--- src/fbr_pkg.sv ---
// Shared types and constants for the framed byte receiver.
// Has no dependencies; every other file of the block imports it.
package fbr_pkg;

  localparam logic [7:0]  START_BYTE    = 8'h7E;
  localparam logic [15:0] TIMEOUT_RESET = 16'd50;

  typedef enum logic [2:0] {
    PH_START   = 3'd0,
    PH_LENGTH  = 3'd1,
    PH_TYPE    = 3'd2,
    PH_PAYLOAD = 3'd3,
    PH_CHECK   = 3'd4
  } phase_e;

  typedef enum logic [1:0] {
    K_PAYLOAD = 2'd0,
    K_GOOD    = 2'd1,
    K_BAD     = 2'd2,
    K_TIMEOUT = 2'd3
  } kind_e;

  typedef enum logic {
    MODE_BYTE = 1'b0,
    MODE_TICK = 1'b1
  } mode_e;

  typedef struct packed {
    kind_e      kind;
    logic [7:0] payload_data;
    logic [7:0] payload_index;
    logic [7:0] frame_type;
    logic [7:0] frame_length;
  } result_t;

endpackage

--- src/fbr_parser.sv ---
// Frame parser: phase, running checksum and tick counter, updated once per transaction.
// Depends on fbr_pkg; produces at most one result per accepted transaction.
module fbr_parser (
  input  logic             clk_i,
  input  logic             rst_ni,
  input  logic             accept_i,
  input  logic             mode_i,
  input  logic [7:0]       rx_byte_i,
  input  logic             cfg_we_i,
  input  logic [15:0]      cfg_wdata_i,
  output logic             res_valid_o,
  output fbr_pkg::result_t res_o
);
  import fbr_pkg::*;

  phase_e      phase_q, phase_d;
  logic [7:0]  length_q, length_d;
  logic [7:0]  type_q, type_d;
  logic [7:0]  pos_q, pos_d;
  logic [7:0]  xor_q, xor_d;
  logic [15:0] idle_q, idle_d;
  logic [15:0] timeout_q;
  logic [7:0]  pos_inc;
  logic        in_frame;

  assign pos_inc  = pos_q + 8'd1;
  assign in_frame = (phase_q == PH_LENGTH) || (phase_q == PH_TYPE) ||
                    (phase_q == PH_PAYLOAD) || (phase_q == PH_CHECK);

  always_comb begin
    phase_d     = phase_q;
    length_d    = length_q;
    type_d      = type_q;
    pos_d       = pos_q;
    xor_d       = xor_q;
    idle_d      = idle_q;
    res_valid_o = 1'b0;
    res_o       = '{kind: K_PAYLOAD, default: '0};
    if (accept_i) begin
      if (mode_e'(mode_i) == MODE_TICK) begin
        if (idle_q != 16'hFFFF) begin
          idle_d = idle_q + 16'd1;
        end
      end else if (in_frame && (idle_q > timeout_q)) begin
        phase_d       = PH_START;
        res_valid_o   = 1'b1;
        res_o.kind    = K_TIMEOUT;
      end else begin
        idle_d = '0;
        unique case (phase_q)
          PH_LENGTH: begin
            length_d = rx_byte_i;
            pos_d    = '0;
            phase_d  = PH_TYPE;
          end
          PH_TYPE: begin
            type_d  = rx_byte_i;
            xor_d   = rx_byte_i;
            phase_d = (length_q != 8'd0) ? PH_PAYLOAD : PH_CHECK;
          end
          PH_PAYLOAD: begin
            xor_d               = xor_q ^ rx_byte_i;
            pos_d               = pos_inc;
            phase_d             = (pos_inc >= length_q) ? PH_CHECK : PH_PAYLOAD;
            res_valid_o         = 1'b1;
            res_o.kind          = K_PAYLOAD;
            res_o.payload_data  = rx_byte_i;
            res_o.payload_index = pos_q;
          end
          PH_CHECK: begin
            phase_d            = PH_START;
            res_valid_o        = 1'b1;
            res_o.kind         = (xor_q == rx_byte_i) ? K_GOOD : K_BAD;
            res_o.frame_type   = type_q;
            res_o.frame_length = length_q;
          end
          default: begin
            phase_d = (rx_byte_i == START_BYTE) ? PH_LENGTH : PH_START;
          end
        endcase
      end
    end
  end

  always_ff @(posedge clk_i or negedge rst_ni) begin
    if (!rst_ni) begin
      phase_q   <= PH_START;
      length_q  <= '0;
      type_q    <= '0;
      pos_q     <= '0;
      xor_q     <= '0;
      idle_q    <= '0;
      timeout_q <= TIMEOUT_RESET;
    end else begin
      phase_q  <= phase_d;
      length_q <= length_d;
      type_q   <= type_d;
      pos_q    <= pos_d;
      xor_q    <= xor_d;
      idle_q   <= idle_d;
      if (cfg_we_i) begin
        timeout_q <= cfg_wdata_i;
      end
    end
  end

endmodule

--- src/fbr_out_buf.sv ---
// Output register with a skid entry; the input side waits only while both are full.
// Depends on fbr_pkg for the result struct.
module fbr_out_buf (
  input  logic             clk_i,
  input  logic             rst_ni,
  input  logic             push_i,
  input  fbr_pkg::result_t push_data_i,
  output logic             full_o,
  output logic             out_valid_o,
  input  logic             out_stall_i,
  output fbr_pkg::result_t out_data_o
);
  import fbr_pkg::*;

  logic    main_valid_q;
  logic    skid_valid_q;
  result_t main_q;
  result_t skid_q;
  logic    pop;

  assign pop         = main_valid_q && !out_stall_i;
  assign full_o      = skid_valid_q;
  assign out_valid_o = main_valid_q;
  assign out_data_o  = main_q;

  always_ff @(posedge clk_i or negedge rst_ni) begin
    if (!rst_ni) begin
      main_valid_q <= 1'b0;
      skid_valid_q <= 1'b0;
    end else if (skid_valid_q) begin
      if (pop) begin
        skid_valid_q <= 1'b0;
      end
    end else if (push_i) begin
      if (main_valid_q && !pop) begin
        skid_valid_q <= 1'b1;
      end else begin
        main_valid_q <= 1'b1;
      end
    end else if (pop) begin
      main_valid_q <= 1'b0;
    end
  end

  always_ff @(posedge clk_i) begin
    if (skid_valid_q) begin
      if (pop) begin
        main_q <= skid_q;
      end
    end else if (push_i) begin
      if (main_valid_q && !pop) begin
        skid_q <= push_data_i;
      end else begin
        main_q <= push_data_i;
      end
    end
  end

endmodule

--- src/framed_byte_receiver_core.sv ---
// Framed byte receiver: parses start byte, length, type, payload and XOR checksum.
// Each result is registered in the output register, or first in the skid entry under stall.
// Throughput is one transaction per cycle unless stalled; the parser updates in one pass.
// The input stalls only while the output register and its skid entry are both full.
// Reset clears the parser to hunting for the start byte and sets the timeout to 50 ticks.
module framed_byte_receiver_core (
  input  logic        clk_i,
  input  logic        rst_ni,
  input  logic        in_valid_i,
  output logic        in_stall_o,
  input  logic        mode_i,
  input  logic [7:0]  rx_byte_i,
  output logic        out_valid_o,
  input  logic        out_stall_i,
  output logic [1:0]  kind_o,
  output logic [7:0]  payload_data_o,
  output logic [7:0]  payload_index_o,
  output logic [7:0]  frame_type_o,
  output logic [7:0]  frame_length_o,
  input  logic        cfg_we_i,
  input  logic [15:0] cfg_wdata_i
);
  import fbr_pkg::*;

  logic    accept;
  logic    res_valid;
  logic    buf_full;
  result_t res;
  result_t out_data;

  assign in_stall_o = buf_full;
  assign accept     = in_valid_i && !buf_full;

  fbr_parser u_parser (
    .clk_i       (clk_i),
    .rst_ni      (rst_ni),
    .accept_i    (accept),
    .mode_i      (mode_i),
    .rx_byte_i   (rx_byte_i),
    .cfg_we_i    (cfg_we_i),
    .cfg_wdata_i (cfg_wdata_i),
    .res_valid_o (res_valid),
    .res_o       (res)
  );

  fbr_out_buf u_out_buf (
    .clk_i       (clk_i),
    .rst_ni      (rst_ni),
    .push_i      (res_valid),
    .push_data_i (res),
    .full_o      (buf_full),
    .out_valid_o (out_valid_o),
    .out_stall_i (out_stall_i),
    .out_data_o  (out_data)
  );

  assign kind_o          = out_data.kind;
  assign payload_data_o  = out_data.payload_data;
  assign payload_index_o = out_data.payload_index;
  assign frame_type_o    = out_data.frame_type;
  assign frame_length_o  = out_data.frame_length;

endmodule

--- config.mk ---
export PLATFORM = sky130hd
export DESIGN_NAME = framed_byte_receiver_core
export DESIGN_NICKNAME = d
export VERILOG_FILES = /design/src/fbr_pkg.sv /design/src/fbr_parser.sv /design/src/fbr_out_buf.sv /design/src/framed_byte_receiver_core.sv
export SDC_FILE = /design/constraint.sdc
export NUM_CORES = 1
export LEC_CHECK = 0
export BUFFER_PORTS_ARGS = -buffer_cell sky130_fd_sc_hd__buf_2
export CAP_MARGIN = 25
export CORE_MARGIN = 2
export CORE_UTILIZATION = 50
export CTS_CLUSTER_SIZE = 14
export DETAILED_ROUTE_END_ITERATION = 16
export GPL_ROUTABILITY_DRIVEN = 1
export PLACE_DENSITY_LB_ADDON = 0.12
export SLEW_MARGIN = 20
export SYNTH_ARGS = -nofsm -noshare
export SYNTH_HDL_FRONTEND = slang
export SYNTH_SLANG_ARGS = --single-unit
--- constraint.sdc ---
create_clock -name clk_i -period 8.5 [get_ports clk_i]
set_clock_uncertainty 0.15 [all_clocks]
set_input_delay 1.275 -clock clk_i [delete_from_list [all_inputs] [get_ports clk_i]]
set_output_delay 1.275 -clock clk_i [all_outputs]
set_load 0.02 [all_outputs]
# Yosys cells after proc, flatten, opt, wreduce, memory -nomap -nowiden
# Cells that the tools add are included.
[classes] add_sub_neg=2 n_mux=33 eq_ne=12 magnitude_cmp=2 n_reduce_logical=25 bitwise=4
[op_table] cell="34-bit two-way mux" n=6
[op_table] cell="16-bit two-way mux" n=5
[op_table] cell="32-bit two-way mux" n=1
[op_table] cell="8-bit one-hot mux with 2 select lines" n=2
[op_table] cell="16-bit by 1-bit adder with 16-bit output, second input constant" n=1
[op_table] cell="16-bit greater-than comparator" n=1
[op_table] cell="16-bit != test, second input constant" n=1
[op_table] cell="4-bit AND reduction" n=4
[op_table] cell="1-bit two-way mux" n=12
[op_table] cell="3-bit one-hot mux with 4 select lines" n=1
[op_table] cell="3-bit AND reduction" n=4
[op_table] cell="3-bit two-way mux" n=3
[op_table] cell="8-bit by 1-bit adder with 8-bit output, second input constant" n=1
[op_table] cell="8-bit by 7-bit equality test with 1-bit output, second input constant" n=1
[op_table] cell="8-bit equality test" n=1
[op_table] cell="8-bit greater-or-equal comparator" n=1
[op_table] cell="2-bit nonzero test" n=4
[op_table] cell="8-bit nonzero test" n=1
[op_table] cell="8-bit bitwise XOR" n=1
[op_table] cell="3-bit by 2-bit equality test with 1-bit output, second input constant" n=2
[op_table] cell="2-bit two-way mux" n=3
[op_table] cell="2-bit != test, second input constant" n=3
[op_table] cell="1-bit logical AND" n=4
[op_table] cell="2-bit by 1-bit != test with 1-bit output, second input constant" n=2
[op_table] cell="other kinds (7)" n=13
[totals] output_inout_bits=36 inputBits=30 wordCells=97 ff_bits=137

# Logic depth before layout (Yosys ltp)
# Gate-level depths: netlist (run 1).
[logic_depth] depth_word=11 ltp_mapped=10 mapped_depth_nobuf=10

# Modules after synthesis
# Synthesis (run 1) repeated with hierarchy kept, for this count alone.
[unflattened] cells_unflattened=584 area_unflattened_um2=6861.6
[modules_own_cells] module="fbr_parser" instances=1 cells_per_inst=465 area_each_um2=4222.8
[modules_own_cells] module="fbr_out_buf" instances=1 cells_per_inst=118 area_each_um2=2625.0
[modules_own_cells] module="framed_byte_receiver_core" instances=1 cells_per_inst=1 area_each_um2=13.8

# Worst setup path before layout (run 1)
# No wires, ideal clock.
[synth_path] path_kind="register to register" startpoint="register u_parser.idle_q[15]" endpoint="register u_out_buf.main_q, in the netlist u_out_buf.out_data_o[0] (enable)" arrival_ps=4569 n_path_buf=2 required_ps=7872 setup_slack_ps=3303 path_stages_with_launch=10 setup_ps=478 period_less_slack_ps=5197 cell_sequence="dfrtp_1 -> ha_1 -> nand4_1 -> nor4_1 -> a21boi_1 -> o31a_1 -> buf_6 -> buf_4 -> o21ai_1 -> a21boi_0"
[synth_via] elab_chain_cells=7
[synth_lines] item="start: declaration" line_no="fbr_parser.sv:21" rtl="logic [15:0] idle_q, idle_d;"
[synth_lines] item="start signal: assignment" line_no="fbr_parser.sv:100" rtl="idle_q <= idle_d;"
[synth_lines] item="16-bit greater-than comparator" line_no="fbr_parser.sv:44" rtl="end else if (in_frame && (idle_q > timeout_q)) begin"
[synth_lines] item="1-bit logical AND" line_no="fbr_parser.sv:44"
[synth_lines] item="1-bit two-way mux" line_no="fbr_parser.sv:44"
[synth_lines] item="1-bit two-way mux" line_no="fbr_parser.sv:40" rtl="if (mode_e'(mode_i) == MODE_TICK) begin"
[synth_lines] item="1-bit two-way mux" line_no="fbr_parser.sv:39" rtl="if (accept_i) begin"
[synth_lines] item="2-bit nonzero test (no line)"
[synth_lines] item="3-bit AND reduction (no line)"
[synth_lines] item="end signal: assignment" line_no="fbr_out_buf.sv:48" rtl="main_q <= skid_q;"
[synth_lines] item="end signal: assignment" line_no="fbr_out_buf.sv:54" rtl="main_q <= push_data_i;"
[synth_lines] item="end: declaration" line_no="fbr_out_buf.sv:17" rtl="result_t main_q;"
# Every way passes these cells.
# A chain may end at the register's enable or synchronous reset.

# Worst setup path in the final report (run 1)
[layout_path] startpoint="register u_parser.idle_q[13]" endpoint="register u_out_buf.skid_q[20] (netlist bit) (enable)"
[layout_via] elab_chain_cells=6
[layout_lines] item="16-bit greater-than comparator" line_no="fbr_parser.sv:44"
[layout_lines] item="1-bit logical AND" line_no="fbr_parser.sv:44"
[layout_lines] item="1-bit two-way mux" line_no="fbr_parser.sv:44"
[layout_lines] item="1-bit two-way mux" line_no="fbr_parser.sv:40"
[layout_lines] item="1-bit two-way mux" line_no="fbr_parser.sv:39"
[layout_lines] item="3-bit AND reduction (no line)"
[layout_lines] item="end signal: assignment" line_no="fbr_out_buf.sv:52" rtl="skid_q <= push_data_i;"
[layout_lines] item="end: declaration" line_no="fbr_out_buf.sv:18" rtl="result_t skid_q;"
# Every way passes these cells.

==> results of run 1 <==
-- report_power, final --
group          leakage [nW]  internal, W  switching, W  total (W)
logic                  1.69     0.000244      0.000353   0.000597
clock network         0.319     0.000544      0.000271   0.000814
registers              1.48     0.000853     0.0000908   0.000944
total                  3.49      0.00164      0.000715    0.00236
-- how the worst max path moves through the flow --
| stage | to | cells after the start | slack (ns) | start |
|---|---|---|---|---|
| CTS | u_out_buf.skid_q[22] | 8 | 4.33 | u_parser.idle_q[13] |
| detailed placement | u_out_buf.skid_q[17] | 8 | 4.35 | u_parser.idle_q[13] |
| finish | u_out_buf.skid_q[20] | 8 | 4.37 | u_parser.idle_q[13] |
| floorplan | u_out_buf.out_data_o[0] | 9 | 3.30 | u_parser.idle_q[15] |
| global placement | u_out_buf.out_data_o[19] | 7 | 4.24 | u_parser.idle_q[15] |
| global route | u_out_buf.skid_q[22] | 8 | 4.05 | u_parser.idle_q[13] |
-- layout by cell type (no fill, tap or decap), types with 3 or more instances in the layout --
| cell type | count |
|---|---|
| sky130_fd_sc_hd__a21o_1 | 25 |
| sky130_fd_sc_hd__a21oi_1 | 19 |
| sky130_fd_sc_hd__a221oi_1 | 8 |
| sky130_fd_sc_hd__a22o_1 | 14 |
| sky130_fd_sc_hd__and2_1 | 13 |
| sky130_fd_sc_hd__and3_1 | 6 |
| sky130_fd_sc_hd__buf_2 | 65 |
| sky130_fd_sc_hd__buf_4 | 4 |
| sky130_fd_sc_hd__bufinv_16 | 5 |
| sky130_fd_sc_hd__clkbuf_16 | 17 |
| sky130_fd_sc_hd__clkbuf_8 | 3 |
| sky130_fd_sc_hd__dfrtp_1 | 66 |
| sky130_fd_sc_hd__dfstp_2 | 3 |
| sky130_fd_sc_hd__edfxtp_1 | 68 |
| sky130_fd_sc_hd__ha_1 | 26 |
| sky130_fd_sc_hd__inv_1 | 43 |
| sky130_fd_sc_hd__mux2_2 | 10 |
| sky130_fd_sc_hd__mux2i_1 | 12 |
| sky130_fd_sc_hd__nand2_1 | 39 |
| sky130_fd_sc_hd__nand3_1 | 12 |
| sky130_fd_sc_hd__nand4_1 | 11 |
| sky130_fd_sc_hd__nor2_1 | 25 |
| sky130_fd_sc_hd__nor2b_1 | 3 |
| sky130_fd_sc_hd__nor3_1 | 11 |
| sky130_fd_sc_hd__nor3_2 | 7 |
| sky130_fd_sc_hd__nor4_1 | 6 |
| sky130_fd_sc_hd__nor4_2 | 7 |
| sky130_fd_sc_hd__o21ai_0 | 30 |
| sky130_fd_sc_hd__xnor2_1 | 12 |
| sky130_fd_sc_hd__xor2_1 | 17 |
-- cell type report --
cell class | count | area (um^2) | share of cell area, %
clock buffers | 21 | 470 | 6.10
multi-input cells | 348 | 2520 | 32.7
repair buffers | 70 | 383 | 4.96
inverters | 43 | 161 | 2.09
clock inverters | 11 | 193 | 2.50
flip-flops and latches | 137 | 3770 | 48.9
well taps | 172 | 215 | 2.79
-- stage by stage --
step	setup slack, ns	area [um^2]	std cells	hold slack [ns]	util, %
after floorplan	3.30	6560	551	0.330	-
after global placement	4.24	7020	768	0.355	55.2
after detailed placement	4.35	7050	770	0.356	55.4
after CTS	4.33	7720	802	0.372	60.7
after global routing	4.05	7720	802	0.391	60.7
final	4.37	7720	802	0.371	60.7
-- synthesized netlist by cell type, types with 3 or more instances --
library cell | instances | area, um^2
sky130_fd_sc_hd__a21o_1 | 25 | 188
sky130_fd_sc_hd__a21oi_1 | 19 | 95.1
sky130_fd_sc_hd__a221oi_1 | 8 | 70.1
sky130_fd_sc_hd__a22o_1 | 14 | 123
sky130_fd_sc_hd__and2_1 | 13 | 81.3
sky130_fd_sc_hd__and3_1 | 6 | 37.5
sky130_fd_sc_hd__buf_2 | 4 | 20.0
sky130_fd_sc_hd__clkbuf_1 | 14 | 52.6
sky130_fd_sc_hd__dfrtp_1 | 66 | 1650
sky130_fd_sc_hd__dfstp_2 | 3 | 78.8
sky130_fd_sc_hd__edfxtp_1 | 68 | 2040
sky130_fd_sc_hd__ha_1 | 26 | 325
sky130_fd_sc_hd__inv_1 | 43 | 161
sky130_fd_sc_hd__mux2_2 | 10 | 113
sky130_fd_sc_hd__mux2i_1 | 12 | 120
sky130_fd_sc_hd__nand2_1 | 39 | 146
sky130_fd_sc_hd__nand3_1 | 12 | 60.1
sky130_fd_sc_hd__nand4_1 | 11 | 68.8
sky130_fd_sc_hd__nor2_1 | 26 | 97.6
sky130_fd_sc_hd__nor2b_1 | 3 | 18.8
sky130_fd_sc_hd__nor3_1 | 11 | 55.1
sky130_fd_sc_hd__nor3_2 | 7 | 70.1
sky130_fd_sc_hd__nor4_1 | 6 | 37.5
sky130_fd_sc_hd__nor4_2 | 7 | 87.6
sky130_fd_sc_hd__o21ai_0 | 30 | 150
sky130_fd_sc_hd__xnor2_1 | 12 | 105
sky130_fd_sc_hd__xor2_1 | 17 | 149
-- flip-flops by register name (all words and copies together) (netlist names), 3 cells and up --
name / count
u_out_buf.skid_q: 34
u_parser.length_q: 8
u_parser.timeout_q: 16
u_parser.pos_q: 8
u_parser.type_q: 8
u_parser.xor_q: 8
u_out_buf.out_data_o: 34
u_parser.phase_q: 3
u_parser.idle_q: 16
-- routing by layer --
metal	share of wire, %	global-route usage [%]	vias to the layer above	wire [um]
met5	0	0	-	0
li1	-	-	2132	-
met3	3.8	5.07	29	514
met2	49	34.3	93	6650
met1	44	26.9	2150	6050
met4	2.8	9.82	0	382
-- critical path, stage by stage (launching register included) --
cell and delay (ns):
sky130_fd_sc_hd__dfrtp_1 0.41, sky130_fd_sc_hd__ha_1 0.32, sky130_fd_sc_hd__nand4_1 0.18, sky130_fd_sc_hd__nor4_1 0.44
sky130_fd_sc_hd__a21boi_1 0.30, sky130_fd_sc_hd__o31a_2 0.82, sky130_fd_sc_hd__o21ai_1 0.35, sky130_fd_sc_hd__nor2_2 0.33
sky130_fd_sc_hd__buf_4 0.43
-- logic make-up (layout without fill, tap and decap cells) --
logic type	after synthesis	in the layout	share of synthesized area, %
simple gates	156	156	13.9
flops	137	137	57.5
compound gates	114	114	11.8
buf+inv	66	145	4.20
xor+xnor	29	29	3.87
fa+ha+maj	26	26	4.96
mux	23	23	3.72
==> report_table.html, run 1 <==
<table>
<tr><th>Metric</th><th>Value</th></tr>
<tr><th colspan="2">Clock network</th></tr>
<tr><td>Max Buffers Root-to-Sink</td><td>2</td></tr>
<tr><td>Root buffer cell</td><td>sky130_fd_sc_hd__clkbuf_16</td></tr>
<tr><td>CTS sink cnt</td><td>137</td></tr>
<tr><td>Number of hold buffers added after CTS</td><td>0</td></tr>
<tr><td>Clock tree from TritonCTS</td><td>yes</td></tr>
<tr><td># resized after CTS</td><td>0</td></tr>
<tr><td>H-tree depth reported by CTS</td><td>4</td></tr>
<tr><td>Reg clk slew, reported paths</td><td>~0.06 ns</td></tr>
<tr><td>Total CTS buffers</td><td>17</td></tr>
<tr><td>Setup repair bufs after CTS</td><td>0</td></tr>
<tr><td>Clock latency reported for the late side of the worst-skew pair</td><td>0.42 ns</td></tr>
<tr><th colspan="2">Yosys</th></tr>
<tr><td>Number of nets in the synthesized netlist</td><td>607</td></tr>
<tr><td>Proportion of synthesized chip area in sequential cells</td><td>a little under three fifths</td></tr>
<tr><td>Unique cell type count in the Yosys netlist</td><td>60</td></tr>
<tr><td>Number of enable-type register cells in the synthesized netlist</td><td>between 60 and 70</td></tr>
<tr><td>Ys async rst share</td><td>50.4%</td></tr>
<tr><td>Synth Register Bits</td><td>between 100 and 150</td></tr>
<tr><td>Instance count of the mapped netlist</td><td>551</td></tr>
<tr><td>Primary flip-flop cell chosen by synthesis mapping</td><td>sky130_fd_sc_hd__edfxtp_1</td></tr>
<tr><td>Synthesized cell area</td><td>6560 um^2</td></tr>
<tr><td>Synthesis warning total</td><td>0</td></tr>
<tr><td>Synthesized area per cell</td><td>11.9 um^2</td></tr>
<tr><th colspan="2">Global route</th></tr>
<tr><td>Initial antenna violation count</td><td>0</td></tr>
<tr><td>Aggregate global routing overflow</td><td>0</td></tr>
<tr><td>Wire length of the first global-routing pass</td><td>roughly 23,000 um</td></tr>
<tr><td>Number of global-route vias before repair</td><td>4,557</td></tr>
<tr><td>Gr usage total</td><td>21.1%</td></tr>
<tr><td>Largest net degree at the start of global routing</td><td>70</td></tr>
<tr><th colspan="2">Die</th></tr>
<tr><td>Std-Cell Core Area</td><td>about 13,000 um^2</td></tr>
<tr><td>DIE AREA</td><td>14,000 um^2</td></tr>
<tr><td>Number of rows in the core area</td><td>41</td></tr>
<tr><td>Die Ht</td><td>119 um</td></tr>
<tr><td>Starting Density</td><td>51.5%</td></tr>
<tr><td>Ports placed on the boundary</td><td>66</td></tr>
<tr><td>Width of the die</td><td>between 100 and 150 um</td></tr>
<tr><th colspan="2">Worst hold path</th></tr>
<tr><td>Worst Min Path Start</td><td>u_parser.timeout_q[5]</td></tr>
<tr><td>Worst hold stages</td><td>2</td></tr>
<tr><td>Min-Delay Path Class</td><td>reg -&gt; reg</td></tr>
<tr><td>Worst Hold Endpoint</td><td>u_parser.timeout_q[5]</td></tr>
<tr><th colspan="2">Setup path</th></tr>
<tr><td>Critical path endpoint category</td><td>flop</td></tr>
<tr><td>Reg2reg end</td><td>u_out_buf.skid_q[20]</td></tr>
<tr><td>Crit path launch type</td><td>flop</td></tr>
<tr><td>Count of cells along the worst register-to-register path</td><td>8</td></tr>
<tr><td>CP arrival</td><td>4.05 ns</td></tr>
<tr><td>Max FO, Critical Path</td><td>35</td></tr>
<tr><td>Launching point of the worst reg2reg path</td><td>u_parser.idle_q[13]</td></tr>
<tr><td>Classification of the worst setup path</td><td>reg -&gt; reg</td></tr>
<tr><td>R2R Setup Slk</td><td>4.37 ns</td></tr>
<tr><td>Required @ worst endpoint</td><td>8.41 ns</td></tr>
<tr><th colspan="2">STA</th></tr>
<tr><td>Sum Neg Setup Slack</td><td>0 ns</td></tr>
<tr><td>Max transition margin</td><td>35.6%</td></tr>
<tr><td>RSZ-0062 raised after global routing</td><td>no</td></tr>
<tr><td>Post-layout min period</td><td>4.13 ns</td></tr>
<tr><td>Actual transition at the worst max-transition pin</td><td>0.966 ns</td></tr>
<tr><td>Tcrit/Tclk final</td><td>48.6%</td></tr>
<tr><td>Achievable Freq</td><td>0.242 GHz</td></tr>
<tr><td>Final-report hold violation count</td><td>0</td></tr>
<tr><td>Final count of pins violating max slew</td><td>0</td></tr>
<tr><td>Setup violation total in the final timing report</td><td>0</td></tr>
<tr><th colspan="2">Routing</th></tr>
<tr><td>Wirelength per Cell</td><td>17.0 um</td></tr>
<tr><td>Number of remaining DRC errors</td><td>0</td></tr>
<tr><td>Total routed wirelength</td><td>13,600 um</td></tr>
<tr><td>Total number of vias</td><td>about 4.4k</td></tr>
<tr><td>Vias per inst</td><td>5.49</td></tr>
<tr><td>Length of the first detailed-routing pass in iterations</td><td>4</td></tr>
<tr><td>Violation count after the first detailed-routing iteration</td><td>283</td></tr>
<tr><td>Antenna Violating Nets Remaining</td><td>0</td></tr>
<tr><th colspan="2">Power and ir drop</th></tr>
<tr><td>PnR Total Power</td><td>0.00236 W</td></tr>
<tr><td>Power density over the cells</td><td>about 310 nW/um^2</td></tr>
<tr><td>Lkg Pwr</td><td>3.49 nW</td></tr>
<tr><td>Peak supply drop</td><td>111 uV</td></tr>
<tr><th colspan="2">Placed design</th></tr>
<tr><td>HPWL after DPL</td><td>9490 um</td></tr>
<tr><td>Placer congestion estimate</td><td>0.893</td></tr>
<tr><td>PortBufs</td><td>65</td></tr>
<tr><th colspan="2">Layout</th></tr>
<tr><td>Layout area overhead</td><td>17.7%</td></tr>
<tr><td>Fraction of final layout cells with drive strength greater than 1</td><td>22.1%</td></tr>
<tr><td>Final net count</td><td>slightly below 700</td></tr>
<tr><td>Filler Cells Inserted</td><td>1,093</td></tr>
<tr><td>Final antenna diode count</td><td>0</td></tr>
<tr><th colspan="2">Run status</th></tr>
<tr><td>Result of the run</td><td>finished, final reports clean</td></tr>
<tr><th colspan="2">Flow run</th></tr>
<tr><td>Number of max-cap violations</td><td>0</td></tr>
</table>
Note: power is estimated with default switching activity, not from simulation.
==> run 2, diff against run 1 <==
Settings changed: ABC_AREA set to 1.
Clock period 8.5 ns to 4 ns, I/O delays scaled along.
==> run 2 against run 1 <==
  * Via count grew 27%
  * Setup slack lost 3.3 ns
  * Core utilization is 2.1 points lower
  * Critical path type unchanged
  * Highest routed layer unchanged
==> report_table.html, run 2 <==
<table>
<tr><th>Metric</th><th>Value</th></tr>
<tr><th colspan="2">Yosys</th></tr>
<tr><td>Synthesized area per cell</td><td>8.60 um^2 (-28%)</td></tr>
<tr><td>Unique cell type count in the Yosys netlist</td><td>32 (-47%)</td></tr>
<tr><td>Synthesis warning total</td><td>0 (unchanged)</td></tr>
<tr><td>Post-synth top cells</td><td>253 x sky130_fd_sc_hd__nand2_1, 79 x sky130_fd_sc_hd__nor2_1, 77 x sky130_fd_sc_hd__inv_1</td></tr>
<tr><td>Synth Register Bits</td><td>137 (unchanged)</td></tr>
<tr><td>Instance count of the mapped netlist</td><td>817 (+48%)</td></tr>
<tr><td>Cell types with the largest area share after synthesis</td><td>sky130_fd_sc_hd__edfxtp_1 29%, sky130_fd_sc_hd__dfrtp_1 24%, sky130_fd_sc_hd__nand2_1 14%, sky130_fd_sc_hd__ha_1 4.6%, sky130_fd_sc_hd__o21ai_0 4.3%</td></tr>
<tr><td>Ys async rst share</td><td>50.4% (unchanged)</td></tr>
<tr><td>Proportion of synthesized chip area in sequential cells</td><td>53.7% (-3.9 points)</td></tr>
<tr><td>Number of nets in the synthesized netlist</td><td>873 (+44%)</td></tr>
<tr><td>Number of enable-type register cells in the synthesized netlist</td><td>68 (unchanged)</td></tr>
<tr><td>Synthesized cell area</td><td>7030 um^2 (+7.2%)</td></tr>
<tr><td>Most numerous cell in the Yosys netlist</td><td>sky130_fd_sc_hd__nand2_1</td></tr>
<tr><td>Primary flip-flop cell chosen by synthesis mapping</td><td>sky130_fd_sc_hd__edfxtp_1</td></tr>
<tr><td>Top cell type's share of synthesized area</td><td>29.1% (-2.1 points)</td></tr>
<tr><td>Post-synth top area cell</td><td>sky130_fd_sc_hd__edfxtp_1</td></tr>
<tr><th colspan="2">Die</th></tr>
<tr><td>Die Ht</td><td>123 um (+3.4%)</td></tr>
<tr><td>Ports placed on the boundary</td><td>66 (unchanged)</td></tr>
<tr><td>DIE AREA</td><td>15,000 um^2 (+6.9%)</td></tr>
<tr><td>Std-Cell Core Area</td><td>13,800 um^2 (+8.7%)</td></tr>
<tr><td>Width of the die</td><td>123 um (+3.4%)</td></tr>
<tr><td>Number of rows in the core area</td><td>43 (+4.9%)</td></tr>
<tr><td>Starting Density</td><td>50.8% (-0.71 points)</td></tr>
<tr><th colspan="2">Global route</th></tr>
<tr><td>Number of global-route vias before repair</td><td>5,518 (+21%)</td></tr>
<tr><td>Initial antenna violation count</td><td>0 (unchanged)</td></tr>
<tr><td>Wire length of the first global-routing pass</td><td>26,800 um (+16%)</td></tr>
<tr><td>Aggregate global routing overflow</td><td>0 (unchanged)</td></tr>
<tr><td>Largest net degree at the start of global routing</td><td>63 (-10%)</td></tr>
<tr><td>Gr usage total</td><td>23.4% (+2.2 points)</td></tr>
<tr><th colspan="2">Placed design</th></tr>
<tr><td>Standard cell area after detailed placement</td><td>7470 um^2 (+5.9%)</td></tr>
<tr><td>Placer congestion estimate</td><td>0.899 (+0.71%)</td></tr>
<tr><td>HPWL after DPL</td><td>11,100 um (+17%)</td></tr>
<tr><td>Placed cell count</td><td>1,035 (+34%)</td></tr>
<tr><td>PortBufs</td><td>65 (unchanged)</td></tr>
<tr><th colspan="2">Clock network</th></tr>
<tr><td>Clock latency reported for the late side of the worst-skew pair</td><td>0.43 ns (about the same)</td></tr>
<tr><td># resized after CTS</td><td>0 (unchanged)</td></tr>
<tr><td>Total CTS buffers</td><td>17 (unchanged)</td></tr>
<tr><td>Root buffer cell</td><td>sky130_fd_sc_hd__clkbuf_16</td></tr>
<tr><td>Number of hold buffers added after CTS</td><td>0 (unchanged)</td></tr>
<tr><td>Reg clk slew, reported paths</td><td>0.06 ns (about the same)</td></tr>
<tr><td>Setup repair bufs after CTS</td><td>0 (unchanged)</td></tr>
<tr><td>CTS sink cnt</td><td>137 (unchanged)</td></tr>
<tr><td>Max Buffers Root-to-Sink</td><td>2 (unchanged)</td></tr>
<tr><td>Clock tree from TritonCTS</td><td>yes</td></tr>
<tr><td>H-tree depth reported by CTS</td><td>4 (unchanged)</td></tr>
<tr><th colspan="2">Run status</th></tr>
<tr><td>Result of the run</td><td>finished, final reports clean</td></tr>
<tr><th colspan="2">Worst hold path</th></tr>
<tr><td>Min-Delay Path Class</td><td>in -&gt; async</td></tr>
<tr><th colspan="2">Setup path</th></tr>
<tr><td>CP arrival</td><td>2.95 ns (-1.10 ns)</td></tr>
<tr><td>Count of cells along the worst register-to-register path</td><td>11 (+3)</td></tr>
<tr><td>Critical path endpoint category</td><td>flop</td></tr>
<tr><td>Max FO, Critical Path</td><td>40 (+14%)</td></tr>
<tr><td>Classification of the worst setup path</td><td>reg -&gt; reg</td></tr>
<tr><td>Launching point of the worst reg2reg path</td><td>u_parser.idle_q[15]</td></tr>
<tr><td>Crit path launch type</td><td>flop</td></tr>
<tr><td>R2R Setup Slk</td><td>1.05 ns (-3.32 ns)</td></tr>
<tr><td>Required @ worst endpoint</td><td>4.00 ns (-4.41 ns)</td></tr>
<tr><td>Reg2reg end</td><td>u_out_buf.out_data_o[12]</td></tr>
<tr><th colspan="2">STA</th></tr>
<tr><td>Sum Neg Setup Slack</td><td>0 ns (unchanged)</td></tr>
<tr><td>Final count of pins violating max slew</td><td>0 (unchanged)</td></tr>
<tr><td>Final-report hold violation count</td><td>0 (unchanged)</td></tr>
<tr><td>Setup violation total in the final timing report</td><td>0 (unchanged)</td></tr>
<tr><td>Tcrit/Tclk final</td><td>73.8% (+25 points)</td></tr>
<tr><td>Post-layout min period</td><td>2.95 ns (-1.18 ns)</td></tr>
<tr><td>RSZ-0062 raised after global routing</td><td>no</td></tr>
<tr><td>Max transition margin</td><td>42.2% (+6.6 points)</td></tr>
<tr><td>Achievable Freq</td><td>0.339 GHz (+40%)</td></tr>
<tr><td>Actual transition at the worst max-transition pin</td><td>0.867 ns (-0.0991 ns)</td></tr>
<tr><th colspan="2">Layout</th></tr>
<tr><td>Fraction of final layout cells with drive strength greater than 1</td><td>13.5% (-8.5 points)</td></tr>
<tr><td>Commonest non-fill, non-tap cells in the layout</td><td>253 x sky130_fd_sc_hd__nand2_1, 79 x sky130_fd_sc_hd__nor2_1, 77 x sky130_fd_sc_hd__inv_1, 68 x sky130_fd_sc_hd__edfxtp_1, 66 x sky130_fd_sc_hd__dfrtp_1</td></tr>
<tr><td>Most common cell after layout, fill and taps aside</td><td>sky130_fd_sc_hd__nand2_1</td></tr>
<tr><td>Cell Count, Final, Fillers Out</td><td>1,067 (+33%)</td></tr>
<tr><td>Final antenna diode count</td><td>0 (unchanged)</td></tr>
<tr><td>Filler Cells Inserted</td><td>1,222 (+12%)</td></tr>
<tr><td>Final net count</td><td>930 (+38%)</td></tr>
<tr><td>Post-route cell area</td><td>8100 um^2 (+5.0%)</td></tr>
<tr><td>Final core utilization</td><td>58.6% (-2.1 points)</td></tr>
<tr><td>Layout area overhead</td><td>15.3%</td></tr>
<tr><th colspan="2">Power and ir drop</th></tr>
<tr><td>Power density over the cells</td><td>535 nW/um^2 (+75%)</td></tr>
<tr><td>Peak supply drop</td><td>335 uV (+200%)</td></tr>
<tr><td>Lkg Pwr</td><td>3.71 nW (+6.4%)</td></tr>
<tr><th colspan="2">Routing</th></tr>
<tr><td>Antenna Violating Nets Remaining</td><td>0 (unchanged)</td></tr>
<tr><td>Wirelength per Cell</td><td>15.1 um (-11%)</td></tr>
<tr><td>Total routed wirelength</td><td>16,100 um (+18%)</td></tr>
<tr><td>Violation count after the first detailed-routing iteration</td><td>471 (+66%)</td></tr>
<tr><td>Total number of vias</td><td>5,601 (+27%)</td></tr>
<tr><td>Vias per inst</td><td>5.25 (-4.4%)</td></tr>
<tr><td>Length of the first detailed-routing pass in iterations</td><td>5 (+1)</td></tr>
<tr><td>Number of remaining DRC errors</td><td>0 (unchanged)</td></tr>
<tr><th colspan="2">Flow run</th></tr>
<tr><td>Number of max-cap violations</td><td>0 (unchanged)</td></tr>
</table>
run 2: cell types whose count changed in the layout (fill, tap and decap cells not counted), sizes merged, moves of 10 or more:
cell   delta
mux2     -10
and2     -13
nor2     +53
nand4    +29
a21o     -23
a21oi    -11
inv      +38
nand3    +38
nor3     -12
nand2   +218
o21ai    +30
mux2i    -12
nor4     -13
a22o     -14
run 2: worst max-delay path by stage:
stage                                   start                       end  slack (ns)  cells past startpoint
final                     u_parser.idle_q[15]  u_out_buf.out_data_o[12]        1.05                     11
after global routing      u_parser.idle_q[11]  u_out_buf.out_data_o[12]        0.81                     11
after CTS                 u_parser.idle_q[11]  u_out_buf.out_data_o[12]        1.04                     11
after detailed placement  u_parser.idle_q[15]  u_out_buf.out_data_o[12]        1.06                     11
after global placement    u_parser.idle_q[15]  u_out_buf.out_data_o[10]        1.24                     11
after floorplan           u_parser.idle_q[15]   u_out_buf.out_data_o[0]        1.05                     12
run 2: worst max-delay path, cell delays in order (launching register included):
cell and delay [ns]:
sky130_fd_sc_hd__dfrtp_1 0.42, sky130_fd_sc_hd__ha_1 0.31, sky130_fd_sc_hd__nand2_1 0.07, sky130_fd_sc_hd__nor2_1 0.13, sky130_fd_sc_hd__nand2_1 0.09, sky130_fd_sc_hd__nor2_1 0.16
sky130_fd_sc_hd__nand2_1 0.08, sky130_fd_sc_hd__nand4_1 0.09, sky130_fd_sc_hd__nand2_2 0.30, sky130_fd_sc_hd__nand2_2 0.29, sky130_fd_sc_hd__buf_4 0.38, sky130_fd_sc_hd__o21ai_0 0.17
run 2: metrics by stage:
stage | power [W] | setup WS, ns | hold WS [ns]
after floorplan | 0.00244 | 1.05 | 0.154
after global placement | 0.00265 | 1.24 | 0.308
after detailed placement | 0.00269 | 1.06 | 0.313
after CTS | 0.00436 | 1.04 | 0.160
after global routing | 0.00457 | 0.812 | 0.198
final | 0.00434 | 1.05 | 0.133
run 2: per-layer routing:
metal	vias up	wire, um	global-route usage (%)
li1	2799	-	-
met1	2612	6950	29.5
met2	164	7970	39.3
met3	26	809	4.79
met4	0	376	9.55
met5	-	0	0
run 2: layout make-up:
| class | count | area, um^2 | share of cell area, % |
|---|---|---|---|
| Sequential cell | 137 | 3770 | 46.6 |
| Timing Repair Buffer | 75 | 400 | 4.94 |
| Tap cell | 180 | 225 | 2.78 |
| Inverter | 81 | 304 | 3.75 |
| Clock inverter | 11 | 170 | 2.10 |
| Multi-Input combinational cell | 562 | 2770 | 34.2 |
| Clock buffer | 21 | 460 | 5.68 |
run 2: power breakdown:
| group | switching, W | internal, W | total (W) |
|---|---|---|---|
| registers | 0.000133 | 0.00168 | 0.00181 |
| clock network | 0.000599 | 0.00108 | 0.00167 |
| logic | 0.000578 | 0.000273 | 0.000850 |
run 2: logic make-up after synthesis:
| kind of cell | count (synthesis) | share of synthesized area, % |
|---|---|---|
| and+or+nand+nor | 444 | 26.9 |
| DFF | 137 | 53.7 |
| buffers and inverters | 118 | 6.98 |
| AOI/OAI and AO/OA | 72 | 5.29 |
| adders and majority gates | 26 | 4.63 |
| xor gates and xnor gates | 19 | 2.37 |
| muxes | 1 | 0.160 |
